### config.mk
export PLATFORM = sky130hd
export DESIGN_NAME = base64_strict_stream_decoder
export DESIGN_NICKNAME = d
export VERILOG_FILES = /design/src/b64_pkg.sv /design/src/base64_strict_stream_decoder.sv /design/src/b64_quad_decoder.sv /design/src/b64_result_serializer.sv
export SDC_FILE = /design/constraint.sdc
export NUM_CORES = 1
export LEC_CHECK = 0
export BUFFER_PORTS_ARGS = -buffer_cell sky130_fd_sc_hd__buf_4
export CORE_MARGIN = 2
export CORE_UTILIZATION = 30
export DETAILED_ROUTE_END_ITERATION = 7
export PLACE_DENSITY = 0.46
export SLEW_MARGIN = 25
export SYNTH_ARGS = -nofsm -noshare
export SYNTH_HDL_FRONTEND = slang
export SYNTH_SLANG_ARGS = --single-unit
### constraint.sdc
create_clock -name clk -period 6.8 [get_ports clk]
set_clock_uncertainty 0.2 [all_clocks]
set_input_delay 2.04 -clock clk [delete_from_list [all_inputs] [get_ports clk]]
set_output_delay 2.04 -clock clk [all_outputs]
set_load 0.005 [all_outputs]
### src/b64_pkg.sv
// Shared types and constants for the strict Base64 stream decoder.
// Holds the character-to-sextet lookup and the decoded group record.
// Depends on nothing; used by every module of the decoder.
package b64_pkg;

  localparam logic [7:0] CHAR_UPPER_A = 8'h41;
  localparam logic [7:0] CHAR_UPPER_Z = 8'h5A;
  localparam logic [7:0] CHAR_LOWER_A = 8'h61;
  localparam logic [7:0] CHAR_LOWER_Z = 8'h7A;
  localparam logic [7:0] CHAR_DIGIT_0 = 8'h30;
  localparam logic [7:0] CHAR_DIGIT_9 = 8'h39;
  localparam logic [7:0] CHAR_PLUS    = 8'h2B;
  localparam logic [7:0] CHAR_SLASH   = 8'h2F;
  localparam logic [7:0] CHAR_PAD     = 8'h3D;

  localparam logic [5:0] SEXTET_LOWER_BASE = 6'h1A;
  localparam logic [5:0] SEXTET_DIGIT_BASE = 6'h34;
  localparam logic [5:0] SEXTET_PLUS       = 6'd62;
  localparam logic [5:0] SEXTET_SLASH      = 6'd63;

  localparam logic [3:0] LEFTOVER_MASK_TWO_PAD = 4'hF;
  localparam logic [1:0] LEFTOVER_MASK_ONE_PAD = 2'h3;

  localparam logic [1:0] QUAD_POS_FIRST  = 2'd0;
  localparam logic [1:0] QUAD_POS_SECOND = 2'd1;
  localparam logic [1:0] QUAD_POS_THIRD  = 2'd2;
  localparam logic [1:0] QUAD_POS_FOURTH = 2'd3;

  typedef struct packed {
    logic        ok;
    logic [5:0]  value;
  } sextet_t;

  // One group of results caused by a single input character.
  typedef struct packed {
    logic [23:0] word;
    logic [1:0]  nbytes;
    logic        eom;
    logic        err;
  } group_t;

  function automatic sextet_t sextet_of(input logic [7:0] c);
    sextet_t s;
    s.ok    = 1'b1;
    s.value = '0;
    if (c >= CHAR_UPPER_A && c <= CHAR_UPPER_Z) begin
      s.value = 6'(c - CHAR_UPPER_A);
    end else if (c >= CHAR_LOWER_A && c <= CHAR_LOWER_Z) begin
      s.value = SEXTET_LOWER_BASE + 6'(c - CHAR_LOWER_A);
    end else if (c >= CHAR_DIGIT_0 && c <= CHAR_DIGIT_9) begin
      s.value = SEXTET_DIGIT_BASE + 6'(c - CHAR_DIGIT_0);
    end else if (c == CHAR_PLUS) begin
      s.value = SEXTET_PLUS;
    end else if (c == CHAR_SLASH) begin
      s.value = SEXTET_SLASH;
    end else begin
      s.ok = 1'b0;
    end
    return s;
  endfunction

endpackage

### src/base64_strict_stream_decoder.sv
// Top level of the strict Base64 stream decoder.
// Instantiates b64_quad_decoder and b64_result_serializer; uses b64_pkg.
//
// The input channel takes one ASCII character per transaction, with in_is_last
// on the final character of a message. Every fourth character completes a quad
// and yields up to three byte transactions on the output channel, one per cycle
// while out_ready is high. The final transaction of a message carries
// out_end_of_message, and out_decode_error tells the consumer to discard every
// byte of that message. A message with an error, or whose last quad yields no
// byte, ends with a single transaction that has out_byte_valid low.
// Throughput is one character per cycle while in_ready is high; the output
// stage drains one byte per cycle while out_ready is high, which a quad of
// four characters never outruns. A result passes the decode register, then the
// output register. One result group can wait while the output is stalled, so
// characters keep being accepted until a second group is ready; then in_ready
// drops until the receiver takes results. cfg_wr_data sets the byte limit per
// message. Reset clears the message state and sets the limit to 65534.
module base64_strict_stream_decoder (
  input  logic        clk,
  input  logic        rst_n,
  input  logic        cfg_wr_en,
  input  logic [15:0] cfg_wr_data,
  input  logic        in_valid,
  output logic        in_ready,
  input  logic [7:0]  in_code_char,
  input  logic        in_is_last,
  output logic        out_valid,
  input  logic        out_ready,
  output logic [7:0]  out_data_byte,
  output logic        out_byte_valid,
  output logic        out_end_of_message,
  output logic        out_decode_error
);

  logic            grp_valid;
  logic            grp_take;
  b64_pkg::group_t grp;

  b64_quad_decoder u_dec (
    .clk          (clk),
    .rst_n        (rst_n),
    .cfg_wr_en    (cfg_wr_en),
    .cfg_wr_data  (cfg_wr_data),
    .in_valid     (in_valid),
    .in_ready     (in_ready),
    .in_code_char (in_code_char),
    .in_is_last   (in_is_last),
    .grp_valid    (grp_valid),
    .grp          (grp),
    .grp_take     (grp_take)
  );

  b64_result_serializer u_ser (
    .clk                (clk),
    .rst_n              (rst_n),
    .grp_valid          (grp_valid),
    .grp                (grp),
    .grp_take           (grp_take),
    .out_valid          (out_valid),
    .out_ready          (out_ready),
    .out_data_byte      (out_data_byte),
    .out_byte_valid     (out_byte_valid),
    .out_end_of_message (out_end_of_message),
    .out_decode_error   (out_decode_error)
  );

  // An error is only reported on an end transaction that carries no byte.
  assert property (@(posedge clk) disable iff (!rst_n)
    out_valid && out_decode_error |-> out_end_of_message && !out_byte_valid)
    else $error("decode error outside an empty end transaction");

  // Every result either carries a byte or closes a message.
  assert property (@(posedge clk) disable iff (!rst_n)
    out_valid |-> out_byte_valid || out_end_of_message)
    else $error("empty result that does not end a message");

  // Input stalls only while a decoded group is waiting for the output stage.
  assert property (@(posedge clk) disable iff (!rst_n)
    !in_ready |-> grp_valid && out_valid && !grp_take)
    else $error("input stalled without a waiting group");

  // A group is handed over only when the output stage is free or finishing.
  assert property (@(posedge clk) disable iff (!rst_n)
    grp_take && out_valid |-> out_ready && (out_end_of_message || $past(grp_take) == 1'b0
      || out_byte_valid))
    else $error("group handed over while output stage is busy");

endmodule

### src/b64_quad_decoder.sv
// Per-character decode, quad assembly, validation and byte limiting.
// Holds the message state and one pending result group for the serializer.
// Depends on b64_pkg.
module b64_quad_decoder (
  input  logic               clk,
  input  logic               rst_n,
  input  logic               cfg_wr_en,
  input  logic [15:0]        cfg_wr_data,
  input  logic               in_valid,
  output logic               in_ready,
  input  logic [7:0]         in_code_char,
  input  logic               in_is_last,
  output logic               grp_valid,
  output b64_pkg::group_t    grp,
  input  logic               grp_take
);

  logic [15:0]      limit_r;
  logic [1:0]       qpos_r, qpos_nxt;
  logic [17:0]      acc_r, acc_nxt;
  logic             pit_r, pit_nxt;
  logic             err_seen_r, err_seen_nxt;
  logic [15:0]      emitted_r, emitted_nxt;
  logic             grp_valid_r, grp_valid_nxt;
  b64_pkg::group_t  grp_r, grp_nxt;

  b64_pkg::sextet_t sx;
  logic             is_pad;
  logic             err;
  logic [1:0]       count;
  logic [1:0]       nbytes;
  logic [15:0]      remaining;
  logic             accept;

  assign accept    = in_valid && in_ready;
  assign in_ready  = !grp_valid_r || grp_take;
  assign grp_valid = grp_valid_r;
  assign grp       = grp_r;

  always_comb begin
    sx           = b64_pkg::sextet_of(in_code_char);
    is_pad       = (in_code_char == b64_pkg::CHAR_PAD);
    err          = 1'b0;
    count        = 2'd0;
    nbytes       = 2'd0;
    remaining    = limit_r - emitted_r;
    qpos_nxt     = qpos_r;
    acc_nxt      = acc_r;
    pit_nxt      = pit_r;
    err_seen_nxt = err_seen_r;
    emitted_nxt  = emitted_r;
    grp_nxt      = grp_r;

    if (grp_take) begin
      grp_valid_nxt = 1'b0;
    end else begin
      grp_valid_nxt = grp_valid_r;
    end

    if (accept) begin
      unique case (qpos_r)
        b64_pkg::QUAD_POS_FIRST: begin
          err     = !sx.ok;
          pit_nxt = 1'b0;
          acc_nxt = {12'b0, sx.value};
        end
        b64_pkg::QUAD_POS_SECOND: begin
          err     = !sx.ok;
          acc_nxt = {acc_r[11:0], sx.value};
        end
        b64_pkg::QUAD_POS_THIRD: begin
          if (is_pad) begin
            pit_nxt = 1'b1;
            err     = (acc_r[3:0] & b64_pkg::LEFTOVER_MASK_TWO_PAD) != 4'b0;
          end else begin
            err = !sx.ok;
          end
          acc_nxt = {acc_r[11:0], sx.value};
        end
        b64_pkg::QUAD_POS_FOURTH: begin
          if (pit_r) begin
            err = !is_pad;
          end else if (is_pad) begin
            err = (acc_r[1:0] & b64_pkg::LEFTOVER_MASK_ONE_PAD) != 2'b0;
          end else begin
            err = !sx.ok;
          end
          if ((pit_r || is_pad) && !in_is_last) begin
            err = 1'b1;
          end
          count = pit_r ? 2'd1 : (is_pad ? 2'd2 : 2'd3);
          if (!err && !err_seen_r && emitted_r < limit_r) begin
            if (remaining >= 16'(count)) begin
              nbytes = count;
            end else begin
              nbytes = remaining[1:0];
            end
          end
        end
        default: begin
          err = 1'b1;
        end
      endcase

      if (in_is_last && qpos_r != b64_pkg::QUAD_POS_FOURTH) begin
        err = 1'b1;
      end
      err_seen_nxt = err_seen_r || err;
      qpos_nxt     = qpos_r + 2'd1;
      emitted_nxt  = emitted_r + 16'(nbytes);

      grp_nxt.word   = {acc_r, sx.value};
      grp_nxt.nbytes = nbytes;
      grp_nxt.eom    = in_is_last;
      grp_nxt.err    = in_is_last && err_seen_nxt;
      if (nbytes != 2'd0 || in_is_last) begin
        grp_valid_nxt = 1'b1;
      end

      if (in_is_last) begin
        qpos_nxt     = '0;
        acc_nxt      = '0;
        pit_nxt      = 1'b0;
        err_seen_nxt = 1'b0;
        emitted_nxt  = '0;
      end
    end
  end

  always_ff @(posedge clk) begin
    if (!rst_n) begin
      limit_r     <= 16'd65534;
      qpos_r      <= '0;
      acc_r       <= '0;
      pit_r       <= 1'b0;
      err_seen_r  <= 1'b0;
      emitted_r   <= '0;
      grp_valid_r <= 1'b0;
    end else begin
      if (cfg_wr_en) begin
        limit_r <= cfg_wr_data;
      end
      qpos_r      <= qpos_nxt;
      acc_r       <= acc_nxt;
      pit_r       <= pit_nxt;
      err_seen_r  <= err_seen_nxt;
      emitted_r   <= emitted_nxt;
      grp_valid_r <= grp_valid_nxt;
    end
  end

  always_ff @(posedge clk) begin
    grp_r <= grp_nxt;
  end

endmodule

### src/b64_result_serializer.sv
// Output stage that takes one result group from the decoder and sends it as
// byte transactions, one registered result per cycle while out_ready is high.
// Depends on b64_pkg.
module b64_result_serializer (
  input  logic               clk,
  input  logic               rst_n,
  input  logic               grp_valid,
  input  b64_pkg::group_t    grp,
  output logic               grp_take,
  output logic               out_valid,
  input  logic               out_ready,
  output logic [7:0]         out_data_byte,
  output logic               out_byte_valid,
  output logic               out_end_of_message,
  output logic               out_decode_error
);

  logic        head_valid_r, head_valid_nxt;
  logic [23:0] word_r, word_nxt;
  logic [1:0]  left_r, left_nxt;
  logic        nob_r, nob_nxt;
  logic        eom_r, eom_nxt;
  logic        err_r, err_nxt;
  logic        last_one;
  logic        emit;

  assign last_one = (left_r == 2'd1);
  assign emit     = head_valid_r && out_ready;
  assign grp_take = grp_valid && (!head_valid_r || (emit && last_one));

  assign out_valid          = head_valid_r;
  assign out_data_byte      = nob_r ? 8'h00 : word_r[23:16];
  assign out_byte_valid     = !nob_r;
  assign out_end_of_message = eom_r && last_one;
  assign out_decode_error   = err_r && last_one;

  always_comb begin
    head_valid_nxt = head_valid_r;
    word_nxt       = word_r;
    left_nxt       = left_r;
    nob_nxt        = nob_r;
    eom_nxt        = eom_r;
    err_nxt        = err_r;
    if (emit) begin
      word_nxt = {word_r[15:0], 8'h00};
      left_nxt = left_r - 2'd1;
      if (last_one) begin
        head_valid_nxt = 1'b0;
      end
    end
    if (grp_take) begin
      head_valid_nxt = 1'b1;
      word_nxt       = grp.word;
      nob_nxt        = (grp.nbytes == 2'd0);
      left_nxt       = (grp.nbytes == 2'd0) ? 2'd1 : grp.nbytes;
      eom_nxt        = grp.eom;
      err_nxt        = grp.err;
    end
  end

  always_ff @(posedge clk) begin
    if (!rst_n) begin
      head_valid_r <= 1'b0;
    end else begin
      head_valid_r <= head_valid_nxt;
    end
  end

  always_ff @(posedge clk) begin
    word_r <= word_nxt;
    left_r <= left_nxt;
    nob_r  <= nob_nxt;
    eom_r  <= eom_nxt;
    err_r  <= err_nxt;
  end

endmodule
==> results_dict.tcl, run 1 <==
set metrics [dict create \
    synth_edf_count 57 \
    post-route-cell-area_sq_um 7090 \
    drt_wl_total_microns 13400 \
    wl_met2_microns 6080 \
    max-vdd-ir-drop_mv 0.224 \
    worstPathMaxFanout 6 \
    first_iter_violations 224 \
    utilization_pct 36.6 \
    drive_gt1_share_pct 13.8 \
    r2r_start "u_dec.limit_r[0]$_SDFFE_PN0P_" \
    cts_root_buffer "clkbuf_16" \
    finalSetupTns_ns 0 \
    ys_seq_area_share_pct 47.8 \
    nFillCells 2013 \
    grt_setup_unrepaired "false" \
    core_area_sq_um 19400 \
    drc 0 \
    ys_warn_count 0 \
    syn_avg_cell_area_sq_um 9.85 \
    hp-class "flop to flop" \
    cts_resized 0 \
    routed.top_layer "met4" \
    fin_crit_sh_pct 90.9 \
    rows 51 \
    critPathBufInv 3 \
    dieArea_sq_um 20900 \
    via_per_inst 4.69 \
    r2r_slack_ns 1.98 \
    ant_nets 0 \
    tightest_slew_ns 0.884 \
    place_inst 894 \
    clk_pin_slew_ns 0.06 \
    cts_sinks 113 \
    ys_dominant_reg_cell "edfxtp_1" \
    synth_area_leaders "edfxtp_1 29%, dfxtp_1 19%, ha_1 7.0%" \
    endpoint_kind "flop" \
    wl_met3_microns 383 \
    syn-num-nets 666 \
    cts_buffers 17 \
    powerDensity_nw_per_um2 250 \
    numPortBuffers 42 \
    synth.cell_area_sq_um 5920 \
    cp_slowest_stage_delay_ns 0.40 \
    criticalPathCategory "input port to flop" \
    cts_tree "done" \
    worstSetupStartpointType "input port" \
    wl_per_cell_microns 14.5 \
    crit_path_top_delay_cell "nor3_1" \
    syn2layout_area_growth_pct 19.8 \
    hold_start "u_dec.grp[1]$_DFFE_PP_" \
    htreeDepth 4 \
    p_total_mw 1.77 \
    synthCells 601 \
    hold_path_depth 0 \
    num_antenna_cells 0 \
    synth_top_area_share_pct 28.9 \
    fin_crit_ns 6.18 \
    final_max_slew_viol_count 0 \
    postCtsSetupBuffers 0 \
    antenna_found_initial 0 \
    place_congestion 0.853 \
    grt_pass1_vias 4194 \
    nets 713 \
    grt_start_max_net_pins 40 \
    synth_largest_area_cell "edfxtp_1" \
    hpwl_microns 9730 \
    die_h_microns 145 \
    route.layer.met1.wl_microns 6840 \
    finalHoldViolations 0 \
    finalNonFillerCells 926 \
    placed_area_sq_um 6520 \
    cp_common_cell "ha_1" \
    clk-insertion-delay-late_ns 0.41 \
    chipWidth_microns 145 \
    slew_headroom_pct 41.0 \
    hold_end "u_ser.eom_r$_DFFE_PP_" \
    async_reset_ff_share_pct 0 \
    fmaxAchievable_ghz 0.162 \
    synth-seq-cells 113 \
    clk_path_buf_depth 2 \
    ys_types 67 \
    required_ns 6.87 \
    holdBufCountCts 0 \
    grt_first_pass_wirelength_microns 21900 \
    crit_path_cell_trace "buf_4 > inv_1 > ha_1 > nand3_1 > nor2_1 > inv_1 > ha_1 > nand2b_1 > a221oi_1 > o2111ai_1 > nor4_1 > nand4_1 > nor4_4 > mux2i_1 > and2_1 > ha_1 > a21oi_1 > or3_1 > nor3_1 > nand4_1 > xnor2_1 > nor2_1" \
    vias 4347 \
    drv_cap 0 \
    status "finished, final reports clean" \
    arrival_ns 6.25 \
    critical_path.top_delay_family "simple AND/OR/NAND/NOR gates" \
    rr_worst_depth 19 \
    start_util_pct 30.5 \
    leakage_nw 2.72 \
    finalSetupViolCount 0 \
    drt_first_pass_iters 4 \
    timing.rr.end "u_dec.emitted_r[15]$_SDFFE_PN0P_" \
    grtUsageTotal_pct 13.7 \
    overflow 0 \
    ios 43 \
]
==> synth_stat cells (13+ instances only) <==
cell type / instances
a21oi_1: 29
a22oi_1: 21
clkbuf_1: 13
dfxtp_1: 56
edfxtp_1: 57
ha_1: 33
inv_1: 39
mux2i_1: 18
nand2_1: 94
nor2_1: 43
nor2b_1: 35
o21ai_0: 15
xnor2_1: 19
==> kinds of logic after synthesis <==
kind of cell / count (synthesis) / synth area share (%)
adders and majority gates: 35 / 7.65
AOI/OAI and AO/OA: 116 / 13.6
buffers and inverters: 57 / 3.97
xor gates and xnor gates: 22 / 3.25
DFF: 113 / 47.8
and+or+nand+nor: 239 / 20.5
muxes: 19 / 3.23
==> flip-flops by register name (all words and copies together) (netlist names) <==
| name | cells |
|---|---|
| u_dec.acc_r | 18 |
| u_dec.emitted_r | 16 |
| u_dec.err_seen_r | 1 |
| u_dec.grp | 28 |
| u_dec.grp_valid | 1 |
| u_dec.limit_r | 16 |
| u_dec.pit_r | 1 |
| u_dec.qpos_r | 2 |
| u_ser.eom_r | 1 |
| u_ser.err_r | 1 |
| u_ser.left_r | 2 |
| u_ser.nob_r | 1 |
| u_ser.out_valid | 1 |
| u_ser.word_r | 24 |
==> power breakdown <==
part	internal, mW	total, mW	switching [mW]	leakage, nW
combinational	0.0638	0.157	0.0928	1.42
clock	0.547	0.861	0.314	0.276
sequential	0.743	0.754	0.0109	1.02
==> through the flow <==
step | hold WS [ns] | worst slack [ns]
finish | 0.242 | 0.620
global placement | 0.210 | 0.302
CTS | 0.244 | 0.573
detailed placement | 0.227 | 0.159
floorplan | 0.200 | 0.798
global route | 0.257 | 0.225
==> layer usage <==
| metal | global-route usage [%] | up-vias |
|---|---|---|
| li1 | - | 2218 |
| met1 | 18.9 | 2050 |
| met2 | 21.2 | 70 |
| met3 | 3.38 | 9 |
| met4 | 4.45 | 0 |
| met5 | 0 | - |
==> placed cells by master, fill, tap and decap left out, drive strengths merged, types with 19 or more instances in the layout <==
cell / count
a22oi: 21
dfxtp: 56
edfxtp: 57
nor2b: 35
ha: 33
clkbuf: 19
inv: 41
nand2: 96
buf: 46
nor2: 44
a21oi: 29
xnor2: 19
==> cell type report <==
type                            count  area, sq um  share of cell area [%]
Clock buffer                       19          443                    6.24
Sequential cell                   113         2830                    39.9
Tap cell                          265          332                    4.67
Inverter                           39          146                    2.06
Clock inverter                     13          135                    1.91
Timing Repair Buffer               46          345                    4.87
Multi-Input combinational cell    431         2860                    40.3
==> worst max path at each step <==
stage | cells past startpoint | slack, ns | end | from
2_1_floorplan | 21 | 0.80 | u_dec.emitted_r[15]$_SDFFE_PN0P_ | in_code_char[4]
3_3_place_gp | 22 | 0.30 | u_dec.emitted_r[15]$_SDFFE_PN0P_ | in_code_char[1]
3_5_place_dp | 22 | 0.16 | u_dec.emitted_r[15]$_SDFFE_PN0P_ | in_code_char[1]
4_1_cts | 22 | 0.57 | u_dec.emitted_r[15]$_SDFFE_PN0P_ | in_code_char[1]
5_1_grt | 22 | 0.23 | u_dec.emitted_r[15]$_SDFFE_PN0P_ | in_code_char[1]
6_report | 22 | 0.62 | u_dec.emitted_r[15]$_SDFFE_PN0P_ | in_code_char[1]
Power figures use the tool's default switching activity.
==> run 2: changes to the inputs <==
SYNTH_HIERARCHICAL = 1   (was unset)
==> run 2 against run 1 <==
Worst hold slack got worse by 0.011 ns. Die area rose by 2.7%. Clock power down 2.4%. Core utilization down 0.61 points. Critical endpoint is now u_dec/emitted_r[15]$_SDFFE_PN0P_. Largest power group unchanged. Highest routed layer unchanged.
==> results_dict.tcl, run 2 <==
set metrics [dict create \
    cts_root_buffer "clkbuf_16" \
    timing.rr.end "u_dec/emitted_r[15]$_SDFFE_PN0P_" \
    synth-seq-cells 113 \
    required_ns 6.87 \
    grt_start_max_net_pins 39 \
    endpoint_kind "flop" \
    status "finished, final reports clean" \
    criticalPathCategory "input port to flop" \
    clk_path_buf_depth 2 \
    ys_seq_area_share_pct 46.5 \
    r2r_slack_ns 2.24 \
    powerDensity_nw_per_um2 248 \
    leakage_nw 2.73 \
    cts_resized 0 \
    nets 699 \
    async_reset_ff_share_pct 0 \
    synth_area_leaders "edfxtp_1 28%, dfxtp_1 18%, ha_1 6.8%" \
    antenna_found_initial 0 \
    numPortBuffers 42 \
    crit_start "in_code_char[4]" \
    drt_first_pass_iters 5 \
    arrival_ns 6.08 \
    synth_top_area_share_pct 28.1 \
    rr_worst_depth 16 \
    place_inst 885 \
    htreeDepth 4 \
    chipWidth_microns 146 \
    fmaxAchievable_ghz 0.166 \
    p_total_mw 1.79 \
    grt_setup_unrepaired "false" \
    fin_crit_sh_pct 88.3 \
    first_iter_violations 310 \
    overflow 0 \
    mostFrequentLayoutCells "57 x edfxtp_1, 56 x dfxtp_1, 48 x buf_4, 47 x nand2_1, 38 x nor2_1" \
    cts_sinks 113 \
    num_antenna_cells 0 \
    yosysMostFrequentCell "edfxtp_1" \
    slew_headroom_pct 41.0 \
    synth.cell_area_sq_um 6090 \
    drv_cap 0 \
    synth_commonest_cells "57 x edfxtp_1, 56 x dfxtp_1, 47 x nand2_1" \
    top_usage_layer "met1" \
    finalHoldViolations 0 \
    synthCells 592 \
    wl_per_cell_microns 15.4 \
    grtUsageTotal_pct 13.6 \
    hp-class "flop to flop" \
    synth_edf_count 57 \
    fin_crit_ns 6.01 \
    synth_largest_area_cell "edfxtp_1" \
    ant_nets 0 \
    finalSetupTns_ns 0 \
    use_met2_pct 19.2 \
    die_h_microns 146 \
    r2r_start "u_dec/emitted_r[12]$_SDFFE_PN0P_" \
    cts_buffers 17 \
    max-vdd-ir-drop_mv 0.180 \
    drc 0 \
    holdBufCountCts 0 \
    drive_gt1_share_pct 17.5 \
    met1_usage_pct 20.3 \
    vias 4488 \
    worstPathMaxFanout 12 \
    syn2layout_area_growth_pct 18.7 \
    hpwl_microns 9890 \
    ys_dominant_reg_cell "edfxtp_1" \
    ys_types 70 \
    final_common_cell "edfxtp_1" \
    ys_warn_count 6 \
    nFillCells 2035 \
    tightest_slew_ns 0.884 \
    grt_first_pass_wirelength_microns 23000 \
    dieArea_sq_um 21400 \
    clk-insertion-delay-late_ns 0.41 \
    clk_pin_slew_ns 0.06 \
    via_per_inst 4.89 \
    grt.met3_usage_pct 2.75 \
    final_max_slew_viol_count 0 \
    core_area_sq_um 20100 \
    cts_tree "done" \
    worstSetupEndpoint "u_dec/emitted_r[15]$_SDFFE_PN0P_" \
    drt_wl_total_microns 14100 \
    postCtsSetupBuffers 0 \
    largest_register_ffs 28 \
    syn-num-nets 657 \
    finalSetupViolCount 0 \
    rows 52 \
    worstSetupStartpointType "input port" \
    start_util_pct 30.3 \
    ios 43 \
    place_congestion 0.865 \
    finalNonFillerCells 917 \
    grt_pass1_vias 4254 \
    syn_avg_cell_area_sq_um 10.3 \
]
run 2: critical path, stage by stage:
cell,delay [ns]
buf_4,0.15
nor4bb_1,0.53
and3_1,0.26
nand2b_1,0.08
ha_1,0.26
o21ai_0,0.17
nand3_1,0.08
nor4_1,0.27
nand4_1,0.14
nor4_2,0.41
mux2_2,0.44
ha_1,0.29
a21o_1,0.11
nand3_1,0.11
nor3_1,0.36
nand3_1,0.15
xnor2_1,0.16
nor2_1,0.06
run 2: layout make-up:
| type | count | area (sq um) | area share [%] |
|---|---|---|---|
| Timing Repair Buffer | 48 | 360 | 4.99 |
| Clock buffer | 18 | 429 | 5.94 |
| Tap cell | 270 | 338 | 4.67 |
| Clock inverter | 14 | 130 | 1.80 |
| Multi-Input combinational cell | 418 | 3000 | 41.5 |
| Sequential cell | 113 | 2830 | 39.2 |
| Inverter | 36 | 135 | 1.87 |
run 2: cell families (layout without fill, tap and decap cells):
group | Yosys count | after routing | synth area share (%)
xor gates and xnor gates | 21 | 21 | 3.02
buffers and inverters | 61 | 116 | 4.23
and+or+nand+nor | 209 | 209 | 18.2
muxes | 37 | 37 | 7.05
adders and majority gates | 35 | 35 | 7.44
DFF | 113 | 113 | 46.5
AOI/OAI and AO/OA | 116 | 116 | 13.5
run 2: report_power, final:
group / switching, mW / leakage (nW) / internal [mW]
clock network: 0.334 / 0.260 / 0.506
registers: 0.0130 / 1.02 / 0.752
logic: 0.107 / 1.45 / 0.0788
run 2: worst min path at each step:
| stage | to | start | cells past startpoint | slack [ns] |
|---|---|---|---|---|
| after floorplan | u_ser/eom_r$_DFFE_PP_ | u_dec/grp[1]$_DFFE_PP_ | 0 | 0.20 |
| after global placement | u_ser/eom_r$_DFFE_PP_ | u_dec/grp[1]$_DFFE_PP_ | 0 | 0.20 |
| after detailed placement | u_dec/grp[23]$_DFFE_PP_ | u_dec/acc_r[13]$_SDFFE_PN0P_ | 0 | 0.22 |
| after CTS | u_dec/grp[23]$_DFFE_PP_ | u_dec/acc_r[13]$_SDFFE_PN0P_ | 0 | 0.23 |
| after global routing | u_ser/err_r$_DFFE_PP_ | u_dec/grp[0]$_DFFE_PP_ | 0 | 0.24 |
| final | u_dec/grp[23]$_DFFE_PP_ | u_dec/acc_r[13]$_SDFFE_PN0P_ | 0 | 0.23 |
run 2: per-layer routing:
layer	routed length, microns	part of all wire, %	up-vias
li1	-	-	2240
met1	7430	53	2130
met2	5960	42	102
met3	515	3.7	16
met4	182	1.3	0
met5	0	0	-
run 2: through the flow:
step | hold slack [ns] | cell area, sq um | setup WS [ns] | utilization [%]
floorplan | 0.200 | 6090 | 0.881 | -
global placement | 0.202 | 6670 | 0.451 | 33.2
detailed placement | 0.219 | 6670 | 0.382 | 33.2
CTS | 0.230 | 7230 | 0.806 | 36.0
global route | 0.240 | 7230 | 0.290 | 36.0
finish | 0.231 | 7230 | 0.793 | 36.0
==> run 3: changes to the inputs <==
clock period = 5.8 ns   (was 6.8 ns; I/O delays follow)
==> run 3 against run 2 <==
Sequential share of layout area down 0.78 points. Die area did not move. Setup slack worse by 0.42 ns. Clock power grew 31%. Cell count rose by 1.1%. Non-clock buffer count is 10 higher. Largest power group unchanged. Largest cell class unchanged.
==> results_dict.tcl, run 3 (synthesized netlist as in run 2, its figures left out) <==
set metrics [dict create \
    drt_wl_total_microns 14000 \
    grt_start_max_net_pins 40 \
    vias 4514 \
    crit_path_top_delay_cell "mux2_2" \
    htreeDepth 4 \
    drive_gt1_share_pct 18.6 \
    finalSetupTns_ns 0 \
    grt_first_pass_wirelength_microns 22700 \
    clk_path_buf_depth 2 \
    powerDensity_nw_per_um2 301 \
    antenna_found_initial 0 \
    drt_first_pass_iters 4 \
    fin_ws_ns 0.371 \
    cts_resized 0 \
    endpoint_kind "flop" \
    critPathBufInv 3 \
    fin_crit_ns 5.43 \
    die_h_microns 146 \
    cts_tree "done" \
    p_total_mw 2.22 \
    final_max_slew_viol_count 0 \
    arrival_ns 5.50 \
    first_iter_violations 222 \
    grt_pass1_vias 4354 \
    core_area_sq_um 20100 \
    cp_slowest_stage_delay_ns 0.40 \
    required_ns 5.88 \
    max-vdd-ir-drop_mv 0.205 \
    crit_path_cell_trace "buf_4 > nor4bb_1 > buf_4 > and3_1 > nand2b_1 > ha_1 > o21ai_0 > nand3_1 > nor4_1 > nand4_1 > nor4_2 > mux2_2 > ha_1 > a21o_1 > nand3_1 > nor3_1 > buf_4 > nand3_1 > xnor2_1 > nor2_1" \
    rows 52 \
    drc 0 \
    cts_root_buffer "clkbuf_16" \
    num_antenna_cells 0 \
    overflow 0 \
    dieArea_sq_um 21400 \
    start_util_pct 30.3 \
    status "finished, final reports clean" \
    grt_setup_unrepaired "false" \
    ios 43 \
    finalHoldViolations 0 \
    final_common_cell "buf_4" \
    criticalPathCategory "input port to flop" \
    worstSetupStartpointType "input port" \
    cts_buffers 17 \
    hpwl_microns 9890 \
    mostFrequentLayoutCells "58 x buf_4, 57 x edfxtp_1, 56 x dfxtp_1, 47 x nand2_1, 38 x nor2_1" \
    postCtsSetupBuffers 0 \
    ant_nets 0 \
    drv_cap 0 \
    cts_sinks 113 \
    largest_register_ffs 28 \
    worstPathMaxFanout 5 \
    hp-class "flop to flop" \
    syn2layout_area_growth_pct 21.2 \
    clk-insertion-delay-late_ns 0.41 \
    fin_crit_sh_pct 93.6 \
    critical_path.top_delay_family "simple AND/OR/NAND/NOR gates" \
    fmaxAchievable_ghz 0.184 \
    nets 709 \
    dp_slack_ns -0.0410 \
    place_congestion 0.877 \
    finalSetupViolCount 0 \
    wl_per_cell_microns 15.1 \
    chipWidth_microns 146 \
    grtUsageTotal_pct 13.4 \
    tightest_slew_ns 0.866 \
    slew_headroom_pct 42.2 \
    utilization_pct 36.7 \
    via_per_inst 4.87 \
    leakage_nw 2.82 \
    numPortBuffers 42 \
    holdBufCountCts 0 \
    clk_pin_slew_ns 0.05 \
]
run 3: cell types whose count changed in the layout (fill, tap and decap cells not counted):
cell,before,now
inv_6,5,3
clkinvlp_4,5,2
clkbuf_8,0,2
bufinv_16,1,3
clkbuf_1,1,2
clkbuf_16,17,18
clkinv_2,2,1
buf_4,48,58
run 3: cell type report:
class                   count  area (sq um)
multi-input cells         418          3000
well taps                 270           338
clock buffers              22           485
inverters                  36           135
flip-flops and latches    113          2830
fillers                  2001         12700
repair buffers             58           435
clock inverters            10           145
run 3: worst paths after layout:
check / start / slack (ns) / depth (start not counted) / to
min reg2reg: u_dec/grp[1]$_DFFE_PP_ / 0.22 / 0 / u_ser/eom_r$_DFFE_PP_
min: u_dec/grp[1]$_DFFE_PP_ / 0.22 / 0 / u_ser/eom_r$_DFFE_PP_
max: in_code_char[6] / 0.37 / 20 / u_dec/emitted_r[13]$_SDFFE_PN0P_
max reg2reg: u_dec/limit_r[0]$_SDFFE_PN0P_ / 1.45 / 18 / u_dec/emitted_r[13]$_SDFFE_PN0P_
run 3: metrics by stage:
stage                     hold slack, ns  instances  cell area, sq um
after floorplan                    0.200        592              6090
after global placement             0.205        895              6740
after detailed placement           0.205        895              6740
after CTS                          0.217        927              7370
after global routing               0.224        927              7370
final                              0.216        927              7370
run 3: worst reg2reg max path, cell delays in order (launching register included):
cell,delay [ns]
dfxtp_1,0.34
inv_1,0.07
ha_1,0.22
fa_1,0.41
nor2b_1,0.17
o211ai_1,0.16
a21oi_1,0.38
o211a_1,0.25
o2111ai_1,0.14
nor4_2,0.35
mux2_2,0.40
ha_1,0.28
a21o_1,0.10
nand3_1,0.10
nor3_1,0.18
buf_4,0.15
nand3_1,0.08
xnor2_1,0.15
nor2_1,0.05
run 3: metal layers:
| metal | wire length, microns | track usage [%] |
|---|---|---|
| met5 | 0 | 0 |
| met4 | 148 | 4.37 |
| met3 | 477 | 3.06 |
| met2 | 6150 | 19.6 |
| met1 | 7230 | 19.4 |
run 3: report_power, final:
group | internal, mW | leakage (nW) | switching (mW)
Clock | 0.728 | 0.303 | 0.374
Sequential | 0.881 | 1.02 | 0.0146
Combinational | 0.0943 | 1.50 | 0.125
